## src/rtl/core/qptti_pkg.sv

```systemverilog
// Shared primitive codes and types for the quad/line-loop index decomposer.
package qptti_pkg;

  typedef logic [3:0] prim_t;

  localparam prim_t MODE_LINE_LOOP  = 4'd2;
  localparam prim_t MODE_QUADS      = 4'd7;
  localparam prim_t MODE_QUAD_STRIP = 4'd8;
  localparam prim_t HW_LINE_STRIP   = 4'd3;
  localparam prim_t HW_TRIANGLES    = 4'd4;

  localparam int MAX_RESULTS = 6;
  localparam int POS_W       = 3;
  localparam int DATA_W      = 32;
  localparam int OUT_USER_W  = 6;

  typedef logic [POS_W-1:0] pos_t;

  // Bit positions inside out_tuser.
  localparam int USER_PRIM_LSB = 0;
  localparam int USER_CHANGED  = 4;
  localparam int USER_DRAW_END = 5;

endpackage

```

## src/rtl/core/quad_primitive_to_triangle_indices_top.sv

```systemverilog
// Top level: rewrites quad, quad-strip and line-loop index streams for triangle hardware.
//
// Vertex indices of one draw enter one item per cycle while in_tready is high, under the
// configured primitive mode, and leave as hardware indices one item per cycle, unless
// out_tready holds them, from an output register. An input item that causes k results
// (one for pass-through and line strips, three for the closing vertex of a line loop,
// six for a completed quad or quad-strip pair) keeps the result sequencer busy until
// the last of them is out; the next input item is taken in the cycle the last of those
// results moves into the output register. Items that cause no result do not occupy the
// sequencer. Each result passes through the job register and then the output register.
// The mode is written through cfg_wr_en and cfg_wr_data; the user must write it only
// while the block is idle, which the block itself does not enforce.
module quad_primitive_to_triangle_indices_top
  import qptti_pkg::*;
#(
  parameter int INDEX_WIDTH = 32
) (
  input  logic                  clk,
  input  logic                  rst_n,
  input  logic                  cfg_wr_en,
  input  logic [3:0]            cfg_wr_data,   // primitive_mode
  input  logic                  in_tvalid,
  output logic                  in_tready,
  input  logic [DATA_W-1:0]     in_tdata,      // [31:0] vertex_index
  input  logic                  in_tlast,      // last_vertex
  input  logic [0:0]            in_tuser,      // [0] first_vertex
  output logic                  out_tvalid,
  input  logic                  out_tready,
  output logic [DATA_W-1:0]     out_tdata,     // [31:0] out_index
  output logic                  out_tlast,     // run_last
  output logic [OUT_USER_W-1:0] out_tuser      // [3:0] out_prim, [4] prim_changed,
                                               // [5] draw_end
);

  typedef logic [INDEX_WIDTH-1:0] idx_t;

  // Draw state.
  prim_t mode_r;
  prim_t cur_hw_r;
  logic [1:0] phase_r, phase_nxt;
  logic spr_r, spr_nxt;
  idx_t held_a_r, held_a_nxt;
  idx_t held_b_r, held_b_nxt;
  idx_t held_c_r, held_c_nxt;
  idx_t start_r, start_nxt;

  // Pending results of one input item.
  logic                   job_v_r;
  idx_t                   job_idx_r [MAX_RESULTS];
  logic [MAX_RESULTS-1:0] job_end_r;
  pos_t                   job_last_r;
  pos_t                   job_pos_r;
  prim_t                  job_hw_r;
  logic                   job_chg_r;

  // Output register.
  logic                  out_valid_r;
  logic [DATA_W-1:0]     out_data_r;
  logic                  out_last_r;
  logic [OUT_USER_W-1:0] out_user_r;

  // Decode of the incoming item.
  idx_t                   v;
  logic                   first, last;
  logic [1:0]             phase_eff;
  logic                   spr_eff;
  idx_t                   new_idx [MAX_RESULTS];
  logic [MAX_RESULTS-1:0] new_end;
  pos_t                   new_last;
  logic                   new_any;
  prim_t                  new_hw;

  logic in_acc, load_out, job_done;

  assign v         = in_tdata[INDEX_WIDTH-1:0];
  assign first     = in_tuser[0];
  assign last      = in_tlast;
  assign phase_eff = first ? 2'd0 : phase_r;
  assign spr_eff   = first ? 1'b0 : spr_r;

  always_comb begin
    held_a_nxt = held_a_r;
    held_b_nxt = held_b_r;
    held_c_nxt = held_c_r;
    phase_nxt  = phase_eff;
    spr_nxt    = spr_eff;
    start_nxt  = first ? v : start_r;
    for (int i = 0; i < MAX_RESULTS; i++) begin
      new_idx[i] = v;
    end
    new_end  = '0;
    new_last = '0;
    new_any  = 1'b0;
    new_hw   = mode_r;

    case (mode_r)
      MODE_LINE_LOOP: begin
        new_hw     = HW_LINE_STRIP;
        new_any    = 1'b1;
        new_end[0] = last;
        if (last) begin
          // Closing segment back to the first index of the loop.
          new_idx[2] = start_nxt;
          new_end[2] = 1'b1;
          new_last   = pos_t'(2);
        end
      end
      MODE_QUADS: begin
        new_hw = HW_TRIANGLES;
        case (phase_eff)
          2'd0: begin held_a_nxt = v; phase_nxt = 2'd1; end
          2'd1: begin held_b_nxt = v; phase_nxt = 2'd2; end
          2'd2: begin held_c_nxt = v; phase_nxt = 2'd3; end
          default: begin
            new_any    = 1'b1;
            new_idx[0] = held_a_r;
            new_idx[1] = held_b_r;
            new_idx[3] = held_b_r;
            new_idx[4] = held_c_r;
            new_end[5] = last;
            new_last   = pos_t'(MAX_RESULTS - 1);
            phase_nxt  = 2'd0;
          end
        endcase
      end
      MODE_QUAD_STRIP: begin
        new_hw = HW_TRIANGLES;
        if (!phase_eff[0]) begin
          if (spr_eff) begin
            held_c_nxt = v;
          end else begin
            held_a_nxt = v;
          end
          phase_nxt = 2'd1;
        end else begin
          if (spr_eff) begin
            new_any    = 1'b1;
            new_idx[0] = held_a_r;
            new_idx[1] = held_b_r;
            new_idx[3] = held_c_r;
            new_idx[4] = held_a_r;
            new_end[5] = last;
            new_last   = pos_t'(MAX_RESULTS - 1);
            held_a_nxt = held_c_r;
          end
          held_b_nxt = v;
          spr_nxt    = 1'b1;
          phase_nxt  = 2'd0;
        end
      end
      default: begin
        new_any    = 1'b1;
        new_end[0] = last;
      end
    endcase

    if (last) begin
      phase_nxt = 2'd0;
      spr_nxt   = 1'b0;
    end
  end

  assign load_out  = job_v_r && (!out_valid_r || out_tready);
  assign job_done  = load_out && (job_pos_r == job_last_r);
  assign in_tready = !job_v_r || job_done;
  assign in_acc    = in_tvalid && in_tready;

  always_ff @(posedge clk) begin
    if (!rst_n) begin
      mode_r   <= HW_TRIANGLES;
      cur_hw_r <= HW_TRIANGLES;
      phase_r  <= 2'd0;
      spr_r    <= 1'b0;
      held_a_r <= '0;
      held_b_r <= '0;
      held_c_r <= '0;
      start_r  <= '0;
    end else begin
      if (cfg_wr_en) begin
        mode_r <= cfg_wr_data;
      end
      if (in_acc) begin
        phase_r  <= phase_nxt;
        spr_r    <= spr_nxt;
        held_a_r <= held_a_nxt;
        held_b_r <= held_b_nxt;
        held_c_r <= held_c_nxt;
        start_r  <= start_nxt;
        if (new_any) begin
          cur_hw_r <= new_hw;
        end
      end
    end
  end

  // Result sequencer: walks the pending results of one input item.
  always_ff @(posedge clk) begin
    if (!rst_n) begin
      job_v_r   <= 1'b0;
      job_pos_r <= '0;
    end else if (in_acc && new_any) begin
      job_v_r   <= 1'b1;
      job_pos_r <= '0;
    end else if (job_done) begin
      job_v_r <= 1'b0;
    end else if (load_out) begin
      job_pos_r <= job_pos_r + pos_t'(1);
    end
  end

  always_ff @(posedge clk) begin
    if (in_acc && new_any) begin
      job_idx_r  <= new_idx;
      job_end_r  <= new_end;
      job_last_r <= new_last;
      job_hw_r   <= new_hw;
      job_chg_r  <= (new_hw != cur_hw_r);
    end
  end

  always_ff @(posedge clk) begin
    if (!rst_n) begin
      out_valid_r <= 1'b0;
    end else if (load_out) begin
      out_valid_r <= 1'b1;
    end else if (out_tready) begin
      out_valid_r <= 1'b0;
    end
  end

  always_ff @(posedge clk) begin
    if (load_out) begin
      out_data_r <= DATA_W'(job_idx_r[job_pos_r]);
      out_last_r <= (job_pos_r == job_last_r);
      out_user_r[USER_PRIM_LSB +: 4] <= job_hw_r;
      // All results of one item share a primitive, so only the first can flag a change.
      out_user_r[USER_CHANGED]       <= job_chg_r && (job_pos_r == '0);
      out_user_r[USER_DRAW_END]      <= job_end_r[job_pos_r];
    end
  end

  assign out_tvalid = out_valid_r;
  assign out_tdata  = out_data_r;
  assign out_tlast  = out_last_r;
  assign out_tuser  = out_user_r;

endmodule

```

## config.mk

```make
export PLATFORM = sky130hd
export DESIGN_NAME = quad_primitive_to_triangle_indices_top
export DESIGN_NICKNAME = d
export VERILOG_FILES = /design/src/rtl/core/qptti_pkg.sv /design/src/rtl/core/quad_primitive_to_triangle_indices_top.sv
export SDC_FILE = /design/constraint.sdc
export NUM_CORES = 1
export LEC_CHECK = 0
export ABC_CLOCK_PERIOD_IN_PS = 4940
export BUFFER_PORTS_ARGS = -buffer_cell sky130_fd_sc_hd__buf_2
export CORE_MARGIN = 10
export CORE_UTILIZATION = 61
export DETAILED_ROUTE_END_ITERATION = 8
export PLACE_DENSITY = 0.9
export REMOVE_ABC_BUFFERS = 1
export SKIP_CTS_REPAIR_TIMING = 1
export SLEW_MARGIN = 10
export SYNTH_ARGS = -nofsm -noshare
export SYNTH_HDL_FRONTEND = slang
export SYNTH_SLANG_ARGS = --single-unit
```

## constraint.sdc

```tcl
create_clock -name clk -period 4.94 [get_ports clk]
set_clock_uncertainty 0.2 [all_clocks]
set_input_delay 0.247 -clock clk [delete_from_list [all_inputs] [get_ports clk]]
set_output_delay 0.247 -clock clk [all_outputs]
set_load 0.05 [all_outputs]
```

* Yosys cells after proc, flatten, opt, wreduce, memory -nomap -nowiden
Cells that the tools add are included.
Storage, ports and cells: register bits after elaboration 386, input port bits 43, output and inout port bits 41, logic and storage cells 125
Operators by class: add/sub/neg operators 1, order comparisons 2, equality and inequality tests 15, multiplexer cells 56, bitwise gates (word level) 3, reductions and logical operators 22
Operators with widths (number):
- 2-to-1 mux 32 bit | 14
- 2-to-1 mux 64 bit | 6
- case mux 64 bit (2 select lines) | 2
- case mux 32 bit (2 select lines) | 3
- binary-select mux 32 bit (select 3 bit) | 1
- 2-to-1 mux 1 bit | 17
- != test 2 bit, second input constant | 6
- AND reduction 5 bit | 2
- 2-to-1 mux 3 bit | 3
- case mux 3 bit (3 select lines) | 1
- case mux 4 bit (2 select lines) | 1
- 2-to-1 mux 2 bit | 3
- != test 3 bit, second input constant | 2
- case mux 2 bit (3 select lines) | 1
- nonzero test 2 bit | 3
- logical AND 1 bit | 5
- == test 4 x 2 -> 1 bit, second input constant | 1
- == test 4 x 3 -> 1 bit, second input constant | 1
- == test 4 bit, second input constant | 1
- greater-or-equal comparator 4 bit, second input constant | 1
- < comparator 3 x 4 -> 1 bit, second input constant | 1
- != test 4 bit | 1
- inverter 3 -> 4 bit | 1
- case mux 1 bit (2 select lines) | 2
- other kinds (15) | 20

* Longest topological paths before layout
word-level depth 8, gate-level depth with buffers 10, depth with buffers taken out 7

* Least setup slack after synthesis
No wires, ideal clock.
path type input -> register, start input in_tuser, end register job_chg_r, enable pin, setup time 0.467 ns, data arrival time 3.883 ns, required time 4.273 ns, path slack 0.390 ns, stages on the path 9, buffers on the path 3, cells stage by stage clkbuf_1 nor2b_1 clkbuf_1 buf_1 ha_1 a32oi_1 inv_2 o22ai_2 inv_2
On the way: word-level cells in the longest chain between the ends 6, elaborated cells between the ends (all ways) 11, classes of those cells 2 x eq/ne; 6 x mux; 3 x reduce/logical
Ends and longest elaborated chain:
- from (decl) | line quad_primitive_to_triangle_indices_top.sv:26 | input logic [0:0] in_tuser,
- 2-to-1 mux 2 bit | line quad_primitive_to_triangle_indices_top.sv:78 | assign phase_eff = first ? 2'd0 : phase_r;
- == test 2 bit (tied with other cells) | line quad_primitive_to_triangle_indices_top.sv:110 | case (phase_eff)
- OR reduction 3 bit (no source line)
- 2-to-1 mux 1 bit | line quad_primitive_to_triangle_indices_top.sv:110
- case mux 1 bit (2 select lines) * | line quad_primitive_to_triangle_indices_top.sv:96 | case (mode_r)
- logical AND 1 bit * | line quad_primitive_to_triangle_indices_top.sv:212 | if (in_acc && new_any) begin
- to (signal assigned) | line quad_primitive_to_triangle_indices_top.sv:217 | job_chg_r <= (new_hw != cur_hw_r);
- to (decl) | line quad_primitive_to_triangle_indices_top.sv:54 | logic job_chg_r;
Every way passes the cells marked *; elsewhere a longest branch is shown, timed or not. A chain may end at the register's enable or synchronous reset.

* Worst setup path after layout
start register job_pos_r[2], end register job_idx_r[132] (netlist name), enable pin
On the way: word-level cells in the longest chain between the ends 5
Ends and longest elaborated chain:
- from (decl) | line quad_primitive_to_triangle_indices_top.sv:52 | pos_t job_pos_r;
- from (signal assigned) | line quad_primitive_to_triangle_indices_top.sv:207 | job_pos_r <= job_pos_r + pos_t'(1);
- == test 3 bit | line quad_primitive_to_triangle_indices_top.sv:164 | assign job_done = load_out && (job_pos_r == job_last_r);
- logical AND 1 bit | line quad_primitive_to_triangle_indices_top.sv:164
- logical OR 1 bit | line quad_primitive_to_triangle_indices_top.sv:165 | assign in_tready = !job_v_r || job_done;
- logical AND 1 bit | line quad_primitive_to_triangle_indices_top.sv:166 | assign in_acc = in_tvalid && in_tready;
- logical AND 1 bit | line quad_primitive_to_triangle_indices_top.sv:212
- to (signal assigned) | line quad_primitive_to_triangle_indices_top.sv:213 | job_idx_r <= new_idx;
- to (decl) | line quad_primitive_to_triangle_indices_top.sv:49 | idx_t job_idx_r [MAX_RESULTS];
No other way between the ends.

==> results.txt <==
The power density over the cells came out at 397 nW/um2. The post-detailed-placement half-perimeter wirelength came out at 22800 um. The leakage power figure came out at 7.60 nW. The number of top-level design ports is 84. In this run the vertical extent of the chip is 187 um. After global routing the overflow that remains totals 0.

The portion of the clock cycle consumed by the worst path in the final layout came out at 0.733. The part of the power in the clock network is 0.401. The number of warnings printed during yosys synthesis came out at 0. The distinct cell type count after synthesis came out at 60. The width of the die came out at 187 um.

The share of synthesized area in the top cell type comes to 0.427. The met2 wire length came out at 21100 um. The internal power component came out at 5.90 mW. The number of enable flip-flop cells after synthesis came out at 241. The critical path in this run is classified as reg -> reg. Sorting the synthesized cells by area gives the leading types as edfxtp_1 (43%), dfxtp_1 (17%), mux2i_1 (8.0%), mux4_2 (4.3%), mux2_1 (4.1%).

The number of antenna violations at the first check in global routing came out at 0. For this run, the leading register cell type out of synthesis is edfxtp_1. The shortest period the worst path allows is 3620 ps. The post-synthesis sequential area ratio is 0.597. The highest layer touched by signal routing is met4.

The count of endpoints failing setup in the final report came out at 0. The starting DRC count in detailed routing came out at 1668. The run finished with clean final reports. Counting flops with an async set or reset pin after synthesis yields a share of 0. The share of total power dissipated in combinational logic is 0.102.

The final max-slew violation count was 0. The post-layout net count came out at 1450. Of the total power, the share spent switching nets is 0.236.

The post-place setup slack came out at 1410 ps. STA puts the critical path data arrival time at 3620 ps. The clock sink total is 385. STA classifies the critical path endpoint as a flop.

TritonCTS built the clock tree. The number of global-route vias before repair came to 11700. The layout has 1689 filler cells. The worst pin sits at a relative slew slack of 0.218.

The routed design has 41700 um of wire. The post-synthesis cell type with the largest combined area is edfxtp_1. Setup repair after global routing left no endpoint under its margin.

The overall fraction of global-route tracks in use is 0.226. In the routed design, unresolved DRC markers number 0. The number of cell rows is 60. The overall power after layout came out at 7.72 mW. The count of H-tree levels built during CTS is 2. Routability-driven placement finished with a final weighted congestion of 0.806. The floorplan step defined a die boundary enclosing 34900 um2. The area added between synthesis and finish is 14.8%. The net switching power of the design is 1.82 mW. The number of detailed-routing iterations run before antenna repair came out at 7.

The relative contribution of sequential cells to total power came out at 0.496. In this run the tool buffered the top-level ports with 83 buffer cells. The largest net degree at the start of global routing came out at 122. The average wire per cell in the routed design is 23.1 um. After clock tree synthesis, the clock-pin slew on the worst setup and hold paths is 60 ps.

The netlist area before placement came out at 17000 um2. The worst voltage drop across the vdd grid came out at 0.000221 V. The fraction of final layout cells with drive strength greater than 1 is 0.156. The data required time at the worst endpoint is 4940 ps. The slack of the critical path is 1320 ps. The clock passes through at most 3 buffers. The average cell area after synthesis is 12.9 um2.

The cell sitting at the root of the clock tree is a clkbuf_16. The path class of the tightest hold or removal check is in -> reg. The peak fanout along the critical path came out at 121. The routed layout has 11600 vias. In this run, CTS created clock tree buffers numbering 38. The final-report hold violation count came out at 0. The detail route stage leaves a number of antenna-violating nets equal to 0. Final hold analysis gives a worst-case slack of 17.8 ps. The transition time at the pin with the least slew margin came out at 1170 ps. The maximum clock rate is 276 MHz. The starting density of the core is 0.624. The number of antenna diodes came out at 0. The max-cap violation count is 0. The first-pass GRT wire length is 63900 um. The post-detailed-route via-to-cell ratio is 6.41. The synthesized netlist cell count came out at 1313. The wire length on met3 is 3610 um.

The synthesized flop and latch total came out at 385. The later pin in the worst-skew pair is clocked with a latency of 530 ps. The core footprint is 27200 um2. The worst setup path is launched from a flop. The detailed router put a total of 15700 um of wire on met1.
[per-stage QoR]
stage	util	TNS, ps	instances	cell area (um2)
after CTS	0.700	0	1760	19000
after detailed placement	0.650	0	1690	17700
final	0.716	0	1803	19500
after global routing	0.716	0	1803	19500
after floorplan	-	-979210	1213	16500
after global placement	0.650	0	1690	17700
[critical path, cell delays in order, from the launching register on]
cell,delay [ps]
dfxtp_1,360
buf_4,500
nand3_1,280
a2111oi_4,580
o22ai_2,280
inv_8,620
buf_12,330
[worst paths after layout]
| path | startpoint | end | slack [ps] | cells past startpoint |
|---|---|---|---|---|
| hold reg to reg | job_hw_r[2] | out_tuser[2] | 220 | 0 |
| hold / removal | rst_n | held_b_r[11] | 20 | 3 |
| setup / recovery | job_pos_r[2] | job_idx_r[132] | 1320 | 6 |
| setup reg to reg | job_pos_r[2] | job_idx_r[132] | 1320 | 6 |
[layout by cell type (no fill, tap or decap), drive strengths merged, types with 4 or more instances in the layout]
master / netlist / layout
a211oi: 5 / 5
clkinv: 1 / 8
nor2b: 4 / 4
dlygate4sd3: 0 / 43
bufinv: 0 / 4
a21oi: 35 / 35
mux2: 64 / 64
xnor2: 6 / 6
nand3: 36 / 36
edfxtp: 241 / 241
inv: 45 / 46
o22ai: 34 / 34
nor2: 10 / 10
mux2i: 136 / 136
and2: 66 / 66
clkbuf: 58 / 56
buf: 42 / 105
a221o: 64 / 64
o21ai: 38 / 38
dfxtp: 144 / 144
nand2: 143 / 143
a21o: 64 / 64
mux4: 32 / 32
ha: 6 / 6
[final cells by class]
class,instances,area [um2],share of cell area
tap,372,465,0.0239
clock inverter,14,176,0.00907
inverter,46,180,0.00926
timing repair buffer,148,1040,0.0534
clock buffer,56,1190,0.0613
multi-input combinational,782,6280,0.323
sequential,385,10100,0.520
[flip-flops by register name, summed over array words and instances (netlist names)]
signal,cells
cur_hw_r,4
held_a_r,32
held_b_r,32
held_c_r,32
job_chg_r,1
job_end_r,3
job_hw_r,4
job_idx_r,192
job_last_r,2
job_pos_r,3
job_v_r,1
mode_r,4
out_tdata,32
out_tlast,1
out_tuser,6
out_tvalid,1
phase_r,2
spr_r,1
start_r,32
[kinds of logic (layout without fill, tap and decap cells)]
logic type / Yosys count / count (layout) / share of synthesized area
xor gates and xnor gates: 8 / 8 / 0.00413
AOI/OAI and AO/OA: 257 / 257 / 0.115
buffers and inverters: 146 / 264 / 0.0355
adders and majority gates: 6 / 6 / 0.00443
and+or+nand+nor: 279 / 279 / 0.0790
muxes: 232 / 232 / 0.165
DFF: 385 / 385 / 0.597
[synth_stat cells, drive strengths merged, types with 3 or more instances]
library cell and instances:
nand2 143, a221o 64, xnor2 6, a211oi 5
and3 3, o2111ai 3, dfxtp 144, o21ai 38
edfxtp 241, nor2b 4, nand3 36, mux2 64
a21o 64, nor2 10, ha 6, mux4 32
mux2i 136, buf 42, inv 45, o22ai 34
and2 66, clkbuf 58, a21oi 35
[power groups by stage]
stage	registers, mW	clock network (mW)	logic [mW]
final	3.83	3.10	0.791
after global routing	3.85	3.24	0.845
after CTS	3.83	3.11	0.759
after detailed placement	3.89	0	0.749
after global placement	3.88	0	0.723
after floorplan	4.01	0	0.400
[layer usage]
layer,up-vias,track usage
met2,634,0.389
met5,-,0
met4,0,0.0955
li1,5116,-
met3,119,0.0447
met1,5682,0.270
Power figures use the tool's default switching activity.
